--- src/sv/stp_pkg.sv ---
// shared types, constants and helpers of the skin recolor block
`timescale 1ns / 1ps
package stp_pkg;

  localparam int unsigned ChanW   = 8;
  localparam int unsigned GainW   = 9;
  localparam int unsigned CfgIdxW = 2;
  localparam int unsigned YSumW   = 22;
  localparam int unsigned ProdW   = ChanW + GainW;
  localparam int unsigned FxShift = 14;

  // bt.601 luma weights, 14-bit fixed point
  localparam int unsigned YwB    = 1868;
  localparam int unsigned YwG    = 9617;
  localparam int unsigned YwR    = 4899;
  localparam int unsigned FxHalf = 8192;

  // chroma weights and offset (128 << 14 plus rounding half)
  localparam int unsigned CrW       = 11682;
  localparam int unsigned CbW       = 9241;
  localparam int unsigned ChromaOfs = 128 * 16384 + FxHalf;

  // reset gain is 1.0 in q1.8
  localparam logic [GainW-1:0] GainUnity = 9'd256;

  // skin boundary lines, cr scaled by 10000
  localparam logic signed [25:0] CrScale = 26'sd10000;
  localparam logic signed [25:0] LnAK = 26'sd15862;
  localparam logic signed [25:0] LnAC = 26'sd200000;
  localparam logic signed [25:0] LnBK = 26'sd3448;
  localparam logic signed [25:0] LnBC = 26'sd762069;
  localparam logic signed [25:0] LnCK = -26'sd45652;
  localparam logic signed [25:0] LnCC = 26'sd2345652;
  localparam logic signed [25:0] LnDK = -26'sd11500;
  localparam logic signed [25:0] LnDC = 26'sd3017500;
  localparam logic signed [25:0] LnEK = -26'sd22857;
  localparam logic signed [25:0] LnEC = 26'sd4328500;

  // simple thresholds of the skin rule
  localparam logic [ChanW-1:0] RedMin   = 8'd95;
  localparam logic [ChanW-1:0] GreenMin = 8'd40;
  localparam logic [ChanW-1:0] BlueMin  = 8'd20;
  localparam logic [ChanW-1:0] RgDiffMin = 8'd15;
  localparam logic [ChanW-1:0] LumaMin  = 8'd80;
  localparam logic [ChanW-1:0] CrMin    = 8'd135;
  localparam logic [ChanW-1:0] CbMin    = 8'd85;

  typedef enum logic [CfgIdxW-1:0] {
    CfgBlueGain  = 2'd0,
    CfgGreenGain = 2'd1,
    CfgRedGain   = 2'd2
  } cfg_idx_e;

  typedef struct packed {
    logic [GainW-1:0] blue;
    logic [GainW-1:0] green;
    logic [GainW-1:0] red;
  } gain_t;

  // payload between the color conversion and the decision stage
  typedef struct packed {
    logic [ChanW-1:0] blue;
    logic [ChanW-1:0] green;
    logic [ChanW-1:0] red;
    logic [ChanW-1:0] scl_blue;
    logic [ChanW-1:0] scl_green;
    logic [ChanW-1:0] scl_red;
    logic [ChanW-1:0] cr;
    logic [ChanW-1:0] cb;
    logic             pre_ok;
  } ycc_t;

  // floor(c * gain / 256) saturated to 255
  function automatic logic [ChanW-1:0] sat_scale(input logic [ProdW-1:0] prod);
    logic [ChanW-1:0] res;
    if (prod[ProdW-1]) begin
      res = '1;
    end else begin
      res = prod[ProdW-2:ProdW-1-ChanW];
    end
    return res;
  endfunction

  // chroma term: clamp to 0 below, shift down, clamp to 255 above
  function automatic logic [ChanW-1:0] chroma_sat(input logic signed [24:0] t);
    logic [ChanW-1:0] res;
    if (t[24]) begin
      res = '0;
    end else if (|t[23:22]) begin
      res = '1;
    end else begin
      res = t[FxShift+ChanW-1:FxShift];
    end
    return res;
  endfunction

endpackage

--- src/sv/stp_if.sv ---
// valid/ready channels for incoming pixels and recolored pixels
`timescale 1ns / 1ps
interface stp_in_if;
  logic       valid;
  logic       ready;
  logic [7:0] pix_blue;
  logic [7:0] pix_green;
  logic [7:0] pix_red;

  modport source (output valid, output pix_blue, output pix_green, output pix_red,
                  input ready);
  modport sink (input valid, input pix_blue, input pix_green, input pix_red,
                output ready);
endinterface

interface stp_out_if;
  logic       valid;
  logic       ready;
  logic [7:0] out_blue;
  logic [7:0] out_green;
  logic [7:0] out_red;
  logic       is_skin;

  modport source (output valid, output out_blue, output out_green, output out_red,
                  output is_skin, input ready);
  modport sink (input valid, input out_blue, input out_green, input out_red,
                input is_skin, output ready);
endinterface

--- src/sv/stp_ycc.sv ---
// two pipeline stages: luma sum and gain products, then chroma and simple rules
`timescale 1ns / 1ps
module stp_ycc (
  input  logic                   clk_i,
  input  logic                   rst_ni,
  input  logic                   in_valid_i,
  output logic                   in_ready_o,
  input  logic [stp_pkg::ChanW-1:0] pix_blue_i,
  input  logic [stp_pkg::ChanW-1:0] pix_green_i,
  input  logic [stp_pkg::ChanW-1:0] pix_red_i,
  input  stp_pkg::gain_t         gain_i,
  output logic                   out_valid_o,
  input  logic                   out_ready_i,
  output stp_pkg::ycc_t          out_o
);
  import stp_pkg::*;

  logic             v1_q, v2_q;
  logic             en1, en2;
  logic [ChanW-1:0] b1_q, g1_q, r1_q;
  logic [YSumW-1:0] ysum_d, ysum_q;
  logic [ProdW-1:0] pb_q, pg_q, pr_q;
  ycc_t             s2_d, s2_q;

  logic [ChanW-1:0]   y;
  logic signed [8:0]  dr, db;
  logic signed [24:0] tr, tb;
  logic [ChanW-1:0]   rg_diff;

  assign en2        = !v2_q || out_ready_i;
  assign en1        = !v1_q || en2;
  assign in_ready_o = en1;

  // stage 1: luma weighted sum
  assign ysum_d = YSumW'(pix_blue_i) * YSumW'(YwB) + YSumW'(pix_green_i) * YSumW'(YwG)
                + YSumW'(pix_red_i) * YSumW'(YwR) + YSumW'(FxHalf);

  always_ff @(posedge clk_i or negedge rst_ni) begin
    if (!rst_ni) begin
      v1_q <= 1'b0;
      v2_q <= 1'b0;
    end else begin
      if (en1) v1_q <= in_valid_i;
      if (en2) v2_q <= v1_q;
    end
  end

  always_ff @(posedge clk_i) begin
    if (en1) begin
      b1_q   <= pix_blue_i;
      g1_q   <= pix_green_i;
      r1_q   <= pix_red_i;
      ysum_q <= ysum_d;
      pb_q   <= ProdW'(pix_blue_i) * ProdW'(gain_i.blue);
      pg_q   <= ProdW'(pix_green_i) * ProdW'(gain_i.green);
      pr_q   <= ProdW'(pix_red_i) * ProdW'(gain_i.red);
    end
    if (en2) s2_q <= s2_d;
  end

  // stage 2: chroma, saturation of gain products, rgb rule
  always_comb begin
    y  = ysum_q[FxShift+ChanW-1:FxShift];
    dr = $signed({1'b0, r1_q}) - $signed({1'b0, y});
    db = $signed({1'b0, b1_q}) - $signed({1'b0, y});
    tr = $signed({{16{dr[8]}}, dr}) * $signed(25'(CrW)) + $signed(25'(ChromaOfs));
    tb = $signed({{16{db[8]}}, db}) * $signed(25'(CbW)) + $signed(25'(ChromaOfs));
    rg_diff = (r1_q >= g1_q) ? (r1_q - g1_q) : (g1_q - r1_q);

    s2_d.blue      = b1_q;
    s2_d.green     = g1_q;
    s2_d.red       = r1_q;
    s2_d.scl_blue  = sat_scale(pb_q);
    s2_d.scl_green = sat_scale(pg_q);
    s2_d.scl_red   = sat_scale(pr_q);
    s2_d.cr        = chroma_sat(tr);
    s2_d.cb        = chroma_sat(tb);
    s2_d.pre_ok    = (r1_q > RedMin) && (g1_q > GreenMin) && (b1_q > BlueMin)
                  && (r1_q > b1_q) && (rg_diff > RgDiffMin) && (y > LumaMin);
  end

  assign out_valid_o = v2_q;
  assign out_o       = s2_q;

endmodule

--- src/sv/stp_decide.sv ---
// last stage: chroma box and boundary lines, pixel select, output register
`timescale 1ns / 1ps
module stp_decide (
  input  logic                      clk_i,
  input  logic                      rst_ni,
  input  logic                      in_valid_i,
  output logic                      in_ready_o,
  input  stp_pkg::ycc_t             in_i,
  output logic                      out_valid_o,
  input  logic                      out_ready_i,
  output logic [stp_pkg::ChanW-1:0] out_blue_o,
  output logic [stp_pkg::ChanW-1:0] out_green_o,
  output logic [stp_pkg::ChanW-1:0] out_red_o,
  output logic                      is_skin_o
);
  import stp_pkg::*;

  logic               v_q, en;
  logic signed [25:0] crs, cbs;
  logic               skin;
  logic [ChanW-1:0]   b_q, g_q, r_q;
  logic               skin_q;

  assign en         = !v_q || out_ready_i;
  assign in_ready_o = en;

  always_comb begin
    crs  = $signed(26'(in_i.cr)) * CrScale;
    cbs  = $signed(26'(in_i.cb));
    skin = in_i.pre_ok && (in_i.cr > CrMin) && (in_i.cb > CbMin)
        && (crs <= cbs * LnAK + LnAC)
        && (crs >= cbs * LnBK + LnBC)
        && (crs >= cbs * LnCK + LnCC)
        && (crs <= cbs * LnDK + LnDC)
        && (crs <= cbs * LnEK + LnEC);
  end

  always_ff @(posedge clk_i or negedge rst_ni) begin
    if (!rst_ni) begin
      v_q <= 1'b0;
    end else if (en) begin
      v_q <= in_valid_i;
    end
  end

  always_ff @(posedge clk_i) begin
    if (en) begin
      skin_q <= skin;
      b_q    <= skin ? in_i.scl_blue  : in_i.blue;
      g_q    <= skin ? in_i.scl_green : in_i.green;
      r_q    <= skin ? in_i.scl_red   : in_i.red;
    end
  end

  assign out_valid_o = v_q;
  assign out_blue_o  = b_q;
  assign out_green_o = g_q;
  assign out_red_o   = r_q;
  assign is_skin_o   = skin_q;

endmodule

--- src/sv/skin_tone_pixel_recolor.sv ---
// top level of the skin tone pixel recolor block
`timescale 1ns / 1ps
// skin tone pixel recolor: takes one 8-bit bgr pixel per clock, converts it to
// y/cr/cb with 14-bit bt.601 fixed point weights, tests the rgb plus ycrcb skin
// rule (five cr/cb boundary lines compared exactly at a scale of 10000) and, for
// a skin pixel, scales each channel by its gain register, floor(c * gain / 256)
// saturated to 255; any other pixel passes unchanged. is_skin flags the match.
// throughput is one item per clock while the output is not stalled; an accepted
// item passes through three register stages (luma sum and gain products, chroma
// and rgb checks, boundary lines and output register). every stage has its own
// valid bit and loads whenever it is empty or drains, so bubbles close up and
// input is still taken while a finished item waits at the output.
// gains reset to 1.0 and are written through the cfg port: index 0 blue,
// 1 green, 2 red; index 3 is ignored. write gains only while no item is in flight.
module skin_tone_pixel_recolor (
  input  logic                        clk_i,
  input  logic                        rst_ni,
  stp_in_if.sink                      pix_in,
  stp_out_if.source                   pix_out,
  input  logic                        cfg_we_i,
  input  logic [stp_pkg::CfgIdxW-1:0] cfg_idx_i,
  input  logic [stp_pkg::GainW-1:0]   cfg_wdata_i
);
  import stp_pkg::*;

  gain_t gain_q;
  logic  ycc_valid, ycc_ready;
  ycc_t  ycc;

  // gain registers
  always_ff @(posedge clk_i or negedge rst_ni) begin
    if (!rst_ni) begin
      gain_q.blue  <= GainUnity;
      gain_q.green <= GainUnity;
      gain_q.red   <= GainUnity;
    end else if (cfg_we_i) begin
      case (cfg_idx_e'(cfg_idx_i))
        CfgBlueGain:  gain_q.blue  <= cfg_wdata_i;
        CfgGreenGain: gain_q.green <= cfg_wdata_i;
        CfgRedGain:   gain_q.red   <= cfg_wdata_i;
        default: ;
      endcase
    end
  end

  // stages one and two: color conversion and gain products
  stp_ycc u_ycc (
    .clk_i       (clk_i),
    .rst_ni      (rst_ni),
    .in_valid_i  (pix_in.valid),
    .in_ready_o  (pix_in.ready),
    .pix_blue_i  (pix_in.pix_blue),
    .pix_green_i (pix_in.pix_green),
    .pix_red_i   (pix_in.pix_red),
    .gain_i      (gain_q),
    .out_valid_o (ycc_valid),
    .out_ready_i (ycc_ready),
    .out_o       (ycc)
  );

  // stage three: skin decision and output register
  stp_decide u_decide (
    .clk_i       (clk_i),
    .rst_ni      (rst_ni),
    .in_valid_i  (ycc_valid),
    .in_ready_o  (ycc_ready),
    .in_i        (ycc),
    .out_valid_o (pix_out.valid),
    .out_ready_i (pix_out.ready),
    .out_blue_o  (pix_out.out_blue),
    .out_green_o (pix_out.out_green),
    .out_red_o   (pix_out.out_red),
    .is_skin_o   (pix_out.is_skin)
  );

endmodule

--- src/flat_wrapper.sv ---
// flat-port wrapper written by rule: the top's interface ports become plain ports
module skin_tone_pixel_recolor_flat import stp_pkg::*;
  (clk_i, rst_ni, cfg_we_i, cfg_idx_i, cfg_wdata_i, pix_in_valid, pix_in_pix_blue, pix_in_pix_green, pix_in_pix_red, pix_in_ready, pix_out_valid, pix_out_out_blue, pix_out_out_green, pix_out_out_red, pix_out_is_skin, pix_out_ready);
  stp_in_if pix_in_i ();
  stp_out_if pix_out_i ();
  input  logic clk_i;
  input  logic rst_ni;
  input  logic cfg_we_i;
  input  logic [stp_pkg::CfgIdxW-1:0] cfg_idx_i;
  input  logic [stp_pkg::GainW-1:0] cfg_wdata_i;
  input wire logic [$bits(pix_in_i.valid)-1:0] pix_in_valid;
  input wire logic [$bits(pix_in_i.pix_blue)-1:0] pix_in_pix_blue;
  input wire logic [$bits(pix_in_i.pix_green)-1:0] pix_in_pix_green;
  input wire logic [$bits(pix_in_i.pix_red)-1:0] pix_in_pix_red;
  output wire logic [$bits(pix_in_i.ready)-1:0] pix_in_ready;
  output wire logic [$bits(pix_out_i.valid)-1:0] pix_out_valid;
  output wire logic [$bits(pix_out_i.out_blue)-1:0] pix_out_out_blue;
  output wire logic [$bits(pix_out_i.out_green)-1:0] pix_out_out_green;
  output wire logic [$bits(pix_out_i.out_red)-1:0] pix_out_out_red;
  output wire logic [$bits(pix_out_i.is_skin)-1:0] pix_out_is_skin;
  input wire logic [$bits(pix_out_i.ready)-1:0] pix_out_ready;
  assign pix_in_i.valid = pix_in_valid;
  assign pix_in_i.pix_blue = pix_in_pix_blue;
  assign pix_in_i.pix_green = pix_in_pix_green;
  assign pix_in_i.pix_red = pix_in_pix_red;
  assign pix_in_ready = pix_in_i.ready;
  assign pix_out_valid = pix_out_i.valid;
  assign pix_out_out_blue = pix_out_i.out_blue;
  assign pix_out_out_green = pix_out_i.out_green;
  assign pix_out_out_red = pix_out_i.out_red;
  assign pix_out_is_skin = pix_out_i.is_skin;
  assign pix_out_i.ready = pix_out_ready;
  skin_tone_pixel_recolor u_core (.clk_i(clk_i), .rst_ni(rst_ni), .pix_in(pix_in_i), .pix_out(pix_out_i), .cfg_we_i(cfg_we_i), .cfg_idx_i(cfg_idx_i), .cfg_wdata_i(cfg_wdata_i));
endmodule
--- config.mk ---
export PLATFORM = sky130hd
export DESIGN_NAME = skin_tone_pixel_recolor_flat
export DESIGN_NICKNAME = d
export VERILOG_FILES = /design/src/sv/stp_pkg.sv /design/src/sv/stp_if.sv /design/src/sv/stp_ycc.sv /design/src/sv/stp_decide.sv /design/src/sv/skin_tone_pixel_recolor.sv /design/src/flat_wrapper.sv
export SDC_FILE = /design/constraint.sdc
export NUM_CORES = 2
export LEC_CHECK = 0
export BUFFER_PORTS_ARGS = -buffer_cell sky130_fd_sc_hd__buf_2
export CORE_ASPECT_RATIO = 2
export CORE_MARGIN = 2
export CORE_UTILIZATION = 40
export DETAILED_ROUTE_END_ITERATION = 10
export GPL_ROUTABILITY_DRIVEN = 1
export PLACE_DENSITY = 0.54
export RECOVER_POWER = 50
export REMOVE_ABC_BUFFERS = 1
export SLEW_MARGIN = 0
export SYNTH_ARGS = -nofsm -noshare
export SYNTH_HDL_FRONTEND = slang
export SYNTH_SLANG_ARGS = --single-unit
--- constraint.sdc ---
create_clock -name clk_i -period 9.63 [get_ports clk_i]
set_clock_uncertainty 0.2 [all_clocks]
set_input_delay 0.963 -clock clk_i [delete_from_list [all_inputs] [get_ports clk_i]]
set_output_delay 0.963 -clock clk_i [all_outputs]
set_load 0.005 [all_outputs]
==> results.md <==
- Status: finished with violations
- Violated checks: capacitance limit, slew limit
- GRT overflow: 0
- Floorplan row count: 157
- Detailed Route Iter0 Violations: 849
- EDFF count, synth: 149
- Routed vias/inst: 5.313
- Wire per inst: 22.23 um
- Final wirelength: 113500 um
- Yosys top cell area share: 0.2563
- FF-to-FF Start: u_core.u_ycc.out_o[3]
- Via count: 27138
- Ys Warns: 0
- Crit Reg-Reg Endpoint: u_core.u_decide.out_blue_o[7]
- #FFs+latches synth: 179
- Area leader, netlist: ha_1
- Hold Fails Final Rpt: 0
- Drt first pass iters: 5
- CTS clk-pin slew, worst paths: 0.09 ns
- Root Driver: clkbuf_16
- Slew @ Worst Pin: 3.857 ns
- Min Clock Period, post-route: 9.104 ns
- Startpoint type of the worst setup path: flip-flop
- GRT Total Usage: 0.2453
- Fillers: 9090
- Diode count: 0
- Skew-Pair Late Insertion Delay: 0.48 ns
- Critical path's slowest cell: edfxtp_1
- Max-Cap Viols: 4
- Average size of a mapped cell: 9.731 um^2
- Worst Reg-to-Reg Cells: 32
- Reg2reg setup slack: 0.53 ns
- Ys flop type: edfxtp_1
- Cts hold-fix bufs: 0
- WP data arrival: 9.12 ns
- Layout cells sized above 1: 0.06767
- H-Tree Depth: 4
- I/O pin total: 67
- Vias in the first global route: 29556
- Seq/Total Area, Yosys: 0.1411
- Core area: 0.09174 mm^2
- Gpl congestion: 1.033
- RSZ-0062 raised after global routing: no
- ANT nets after route: 0
- Synthesized instance count: 3807
- CTS tree: done
- Post-Syn Area: 0.03705 mm^2
- Global-route wire length before repair: 170500 um
- Initial core utilization: 0.4038
- Crit Path Category: flip-flop to flip-flop
- WP data required: 9.65 ns
- Synth top area cells: ha_1, fa_1, edfxtp_1
- Critical path origin: u_core.u_ycc.out_o[3]
- Period utilization: 0.9453
- Synth cell types: 102
- Die Wd: 219.2 um
- Setup TNS: 0 ns
- Clk buf depth: 2
- Largest net degree at the start of global routing: 66
- Initial antenna violation count: 0
- Synth-to-layout area growth: 6.981%
- Critical Path End: u_core.u_decide.out_blue_o[7]
- Fin nets: 5128
- Sink Count: 179
- Post-synthesis async set-or-reset flop share: 0.1676
- Largest stage delay, worst path: 0.59 ns
- CP Capture Type: flip-flop
- Max Slew Vio Count: 124
- Slew HR: -1.571
- # setup viols final: 0
- Die height: 434.4 um
- Input/output buffers: 66
- Final HPWL DP: 99930 um
- Commonest non-fill, non-tap cell in the layout: inv_1
- Die area: 0.09522 mm^2
- Hold Crit Class: flip-flop to flip-flop
- Sequential cell area: 0.005229 mm^2
- Area occupied by multi-input gates: 0.02854 mm^2
- Largest fanout on the critical path: 24
- Total CTS buffers: 17
- Most frequent cells in the layout: inv_1, ha_1, fa_1
- Peak Freq: 109.8 MHz
- # DRC: 0
[cell usage after synthesis, drive strengths merged (53+ instances only)]
library cell  count
fa              426
xor2             72
ha              759
nor2            113
inv             817
and2            129
o21ai            94
edfxtp          149
a21oi           145
nand2           191
mux2             53
a21o             87
xnor2           157
[layer usage]
layer / track usage / share of wire / vias to the layer above
met4: 0.2180 / 0.11 / 0
met3: 0.02017 / 0.021 / 332
met2: 0.5066 / 0.58 / 538
li1: - / - / 12830
met5: 0 / 0 / -
met1: 0.1966 / 0.29 / 13438
[sequential cells by signal, summed over array words and instances, names as in the netlist, 8 cells and up]
register,count
u_core.u_decide.out_red_o,8
u_core.u_ycc.pg_q,9
u_core.u_ycc.pb_q,9
u_core.gain_q,27
u_core.u_decide.out_green_o,8
u_core.u_ycc.out_o,65
u_core.u_ycc.b1_q,8
u_core.u_ycc.ysum_q,8
u_core.u_ycc.pr_q,9
u_core.u_ycc.r1_q,8
u_core.u_decide.out_blue_o,8
u_core.u_ycc.g1_q,8
[repair_timing]
action | 4_1_cts | 5_1_grt
endpoints found under the setup margin | 0 | 24
setup buffers | 0 | 6
resized for setup | 0 | 1
[cells by family after synthesis]
group | after synthesis | share of synthesized area
AO/OA/AOI/OAI | 573 | 0.1069
XOR/XNOR | 229 | 0.05475
adder cells (fa/ha/maj) | 1185 | 0.4865
buffers and inverters | 862 | 0.08859
flip-flops | 179 | 0.1411
multiplexers | 66 | 0.02165
AND/OR/NAND/NOR | 713 | 0.1004
[area by class of cell]
type,count,area share
clock buffers,17,0.01073
multi-input cells,2766,0.7200
clock inverters,15,0.004578
well taps,1192,0.03763
repair buffers,122,0.01774
flip-flops and latches,179,0.1319
inverters,817,0.07738
[how the worst min path moves through the flow]
stage / startpoint / end / slack (ns) / depth (start not counted)
2_1_floorplan: u_core.u_ycc.g1_q[7] / u_core.u_ycc.out_o[56] / 0.23 / 0
3_3_place_gp: u_core.u_ycc.v1_q / u_core.u_ycc.out_valid_o / 0.25 / 1
3_5_place_dp: u_core.u_ycc.g1_q[7] / u_core.u_ycc.out_o[56] / 0.25 / 0
4_1_cts: u_core.u_ycc.g1_q[7] / u_core.u_ycc.out_o[56] / 0.27 / 0
5_1_grt: u_core.u_ycc.g1_q[7] / u_core.u_ycc.out_o[56] / 0.29 / 0
6_report: u_core.u_ycc.g1_q[7] / u_core.u_ycc.out_o[56] / 0.27 / 0
[critical path: cells and delay by family, from the launching register on]
| family | cells | cell delay (ns) |
|---|---|---|
| simple gates | 7 | 1.34 |
| fa+ha+maj | 7 | 2.83 |
| buf+inv | 5 | 0.76 |
| xor+xnor | 1 | 0.10 |
| flops | 1 | 0.59 |
| mux | 1 | 0.38 |
| compound gates | 11 | 2.60 |
[stage by stage]
step | setup WS, ns | area, um^2 | utilization | instances | hold slack [ns]
global placement | 0.2465 | 39030 | 0.4255 | 5070 | 0.2515
detailed placement | 0.1704 | 39030 | 0.4255 | 5070 | 0.2546
global route | 0.04739 | 39630 | 0.4320 | 5108 | 0.2943
finish | 0.5264 | 39630 | 0.4320 | 5108 | 0.2658
CTS | 0.1234 | 39640 | 0.4321 | 5102 | 0.2687
floorplan | 1.289 | 36830 | - | 3762 | 0.2264
Power is not shown: default switching activity piles up to over one toggle a cycle in this logic, so the estimate is an artifact.
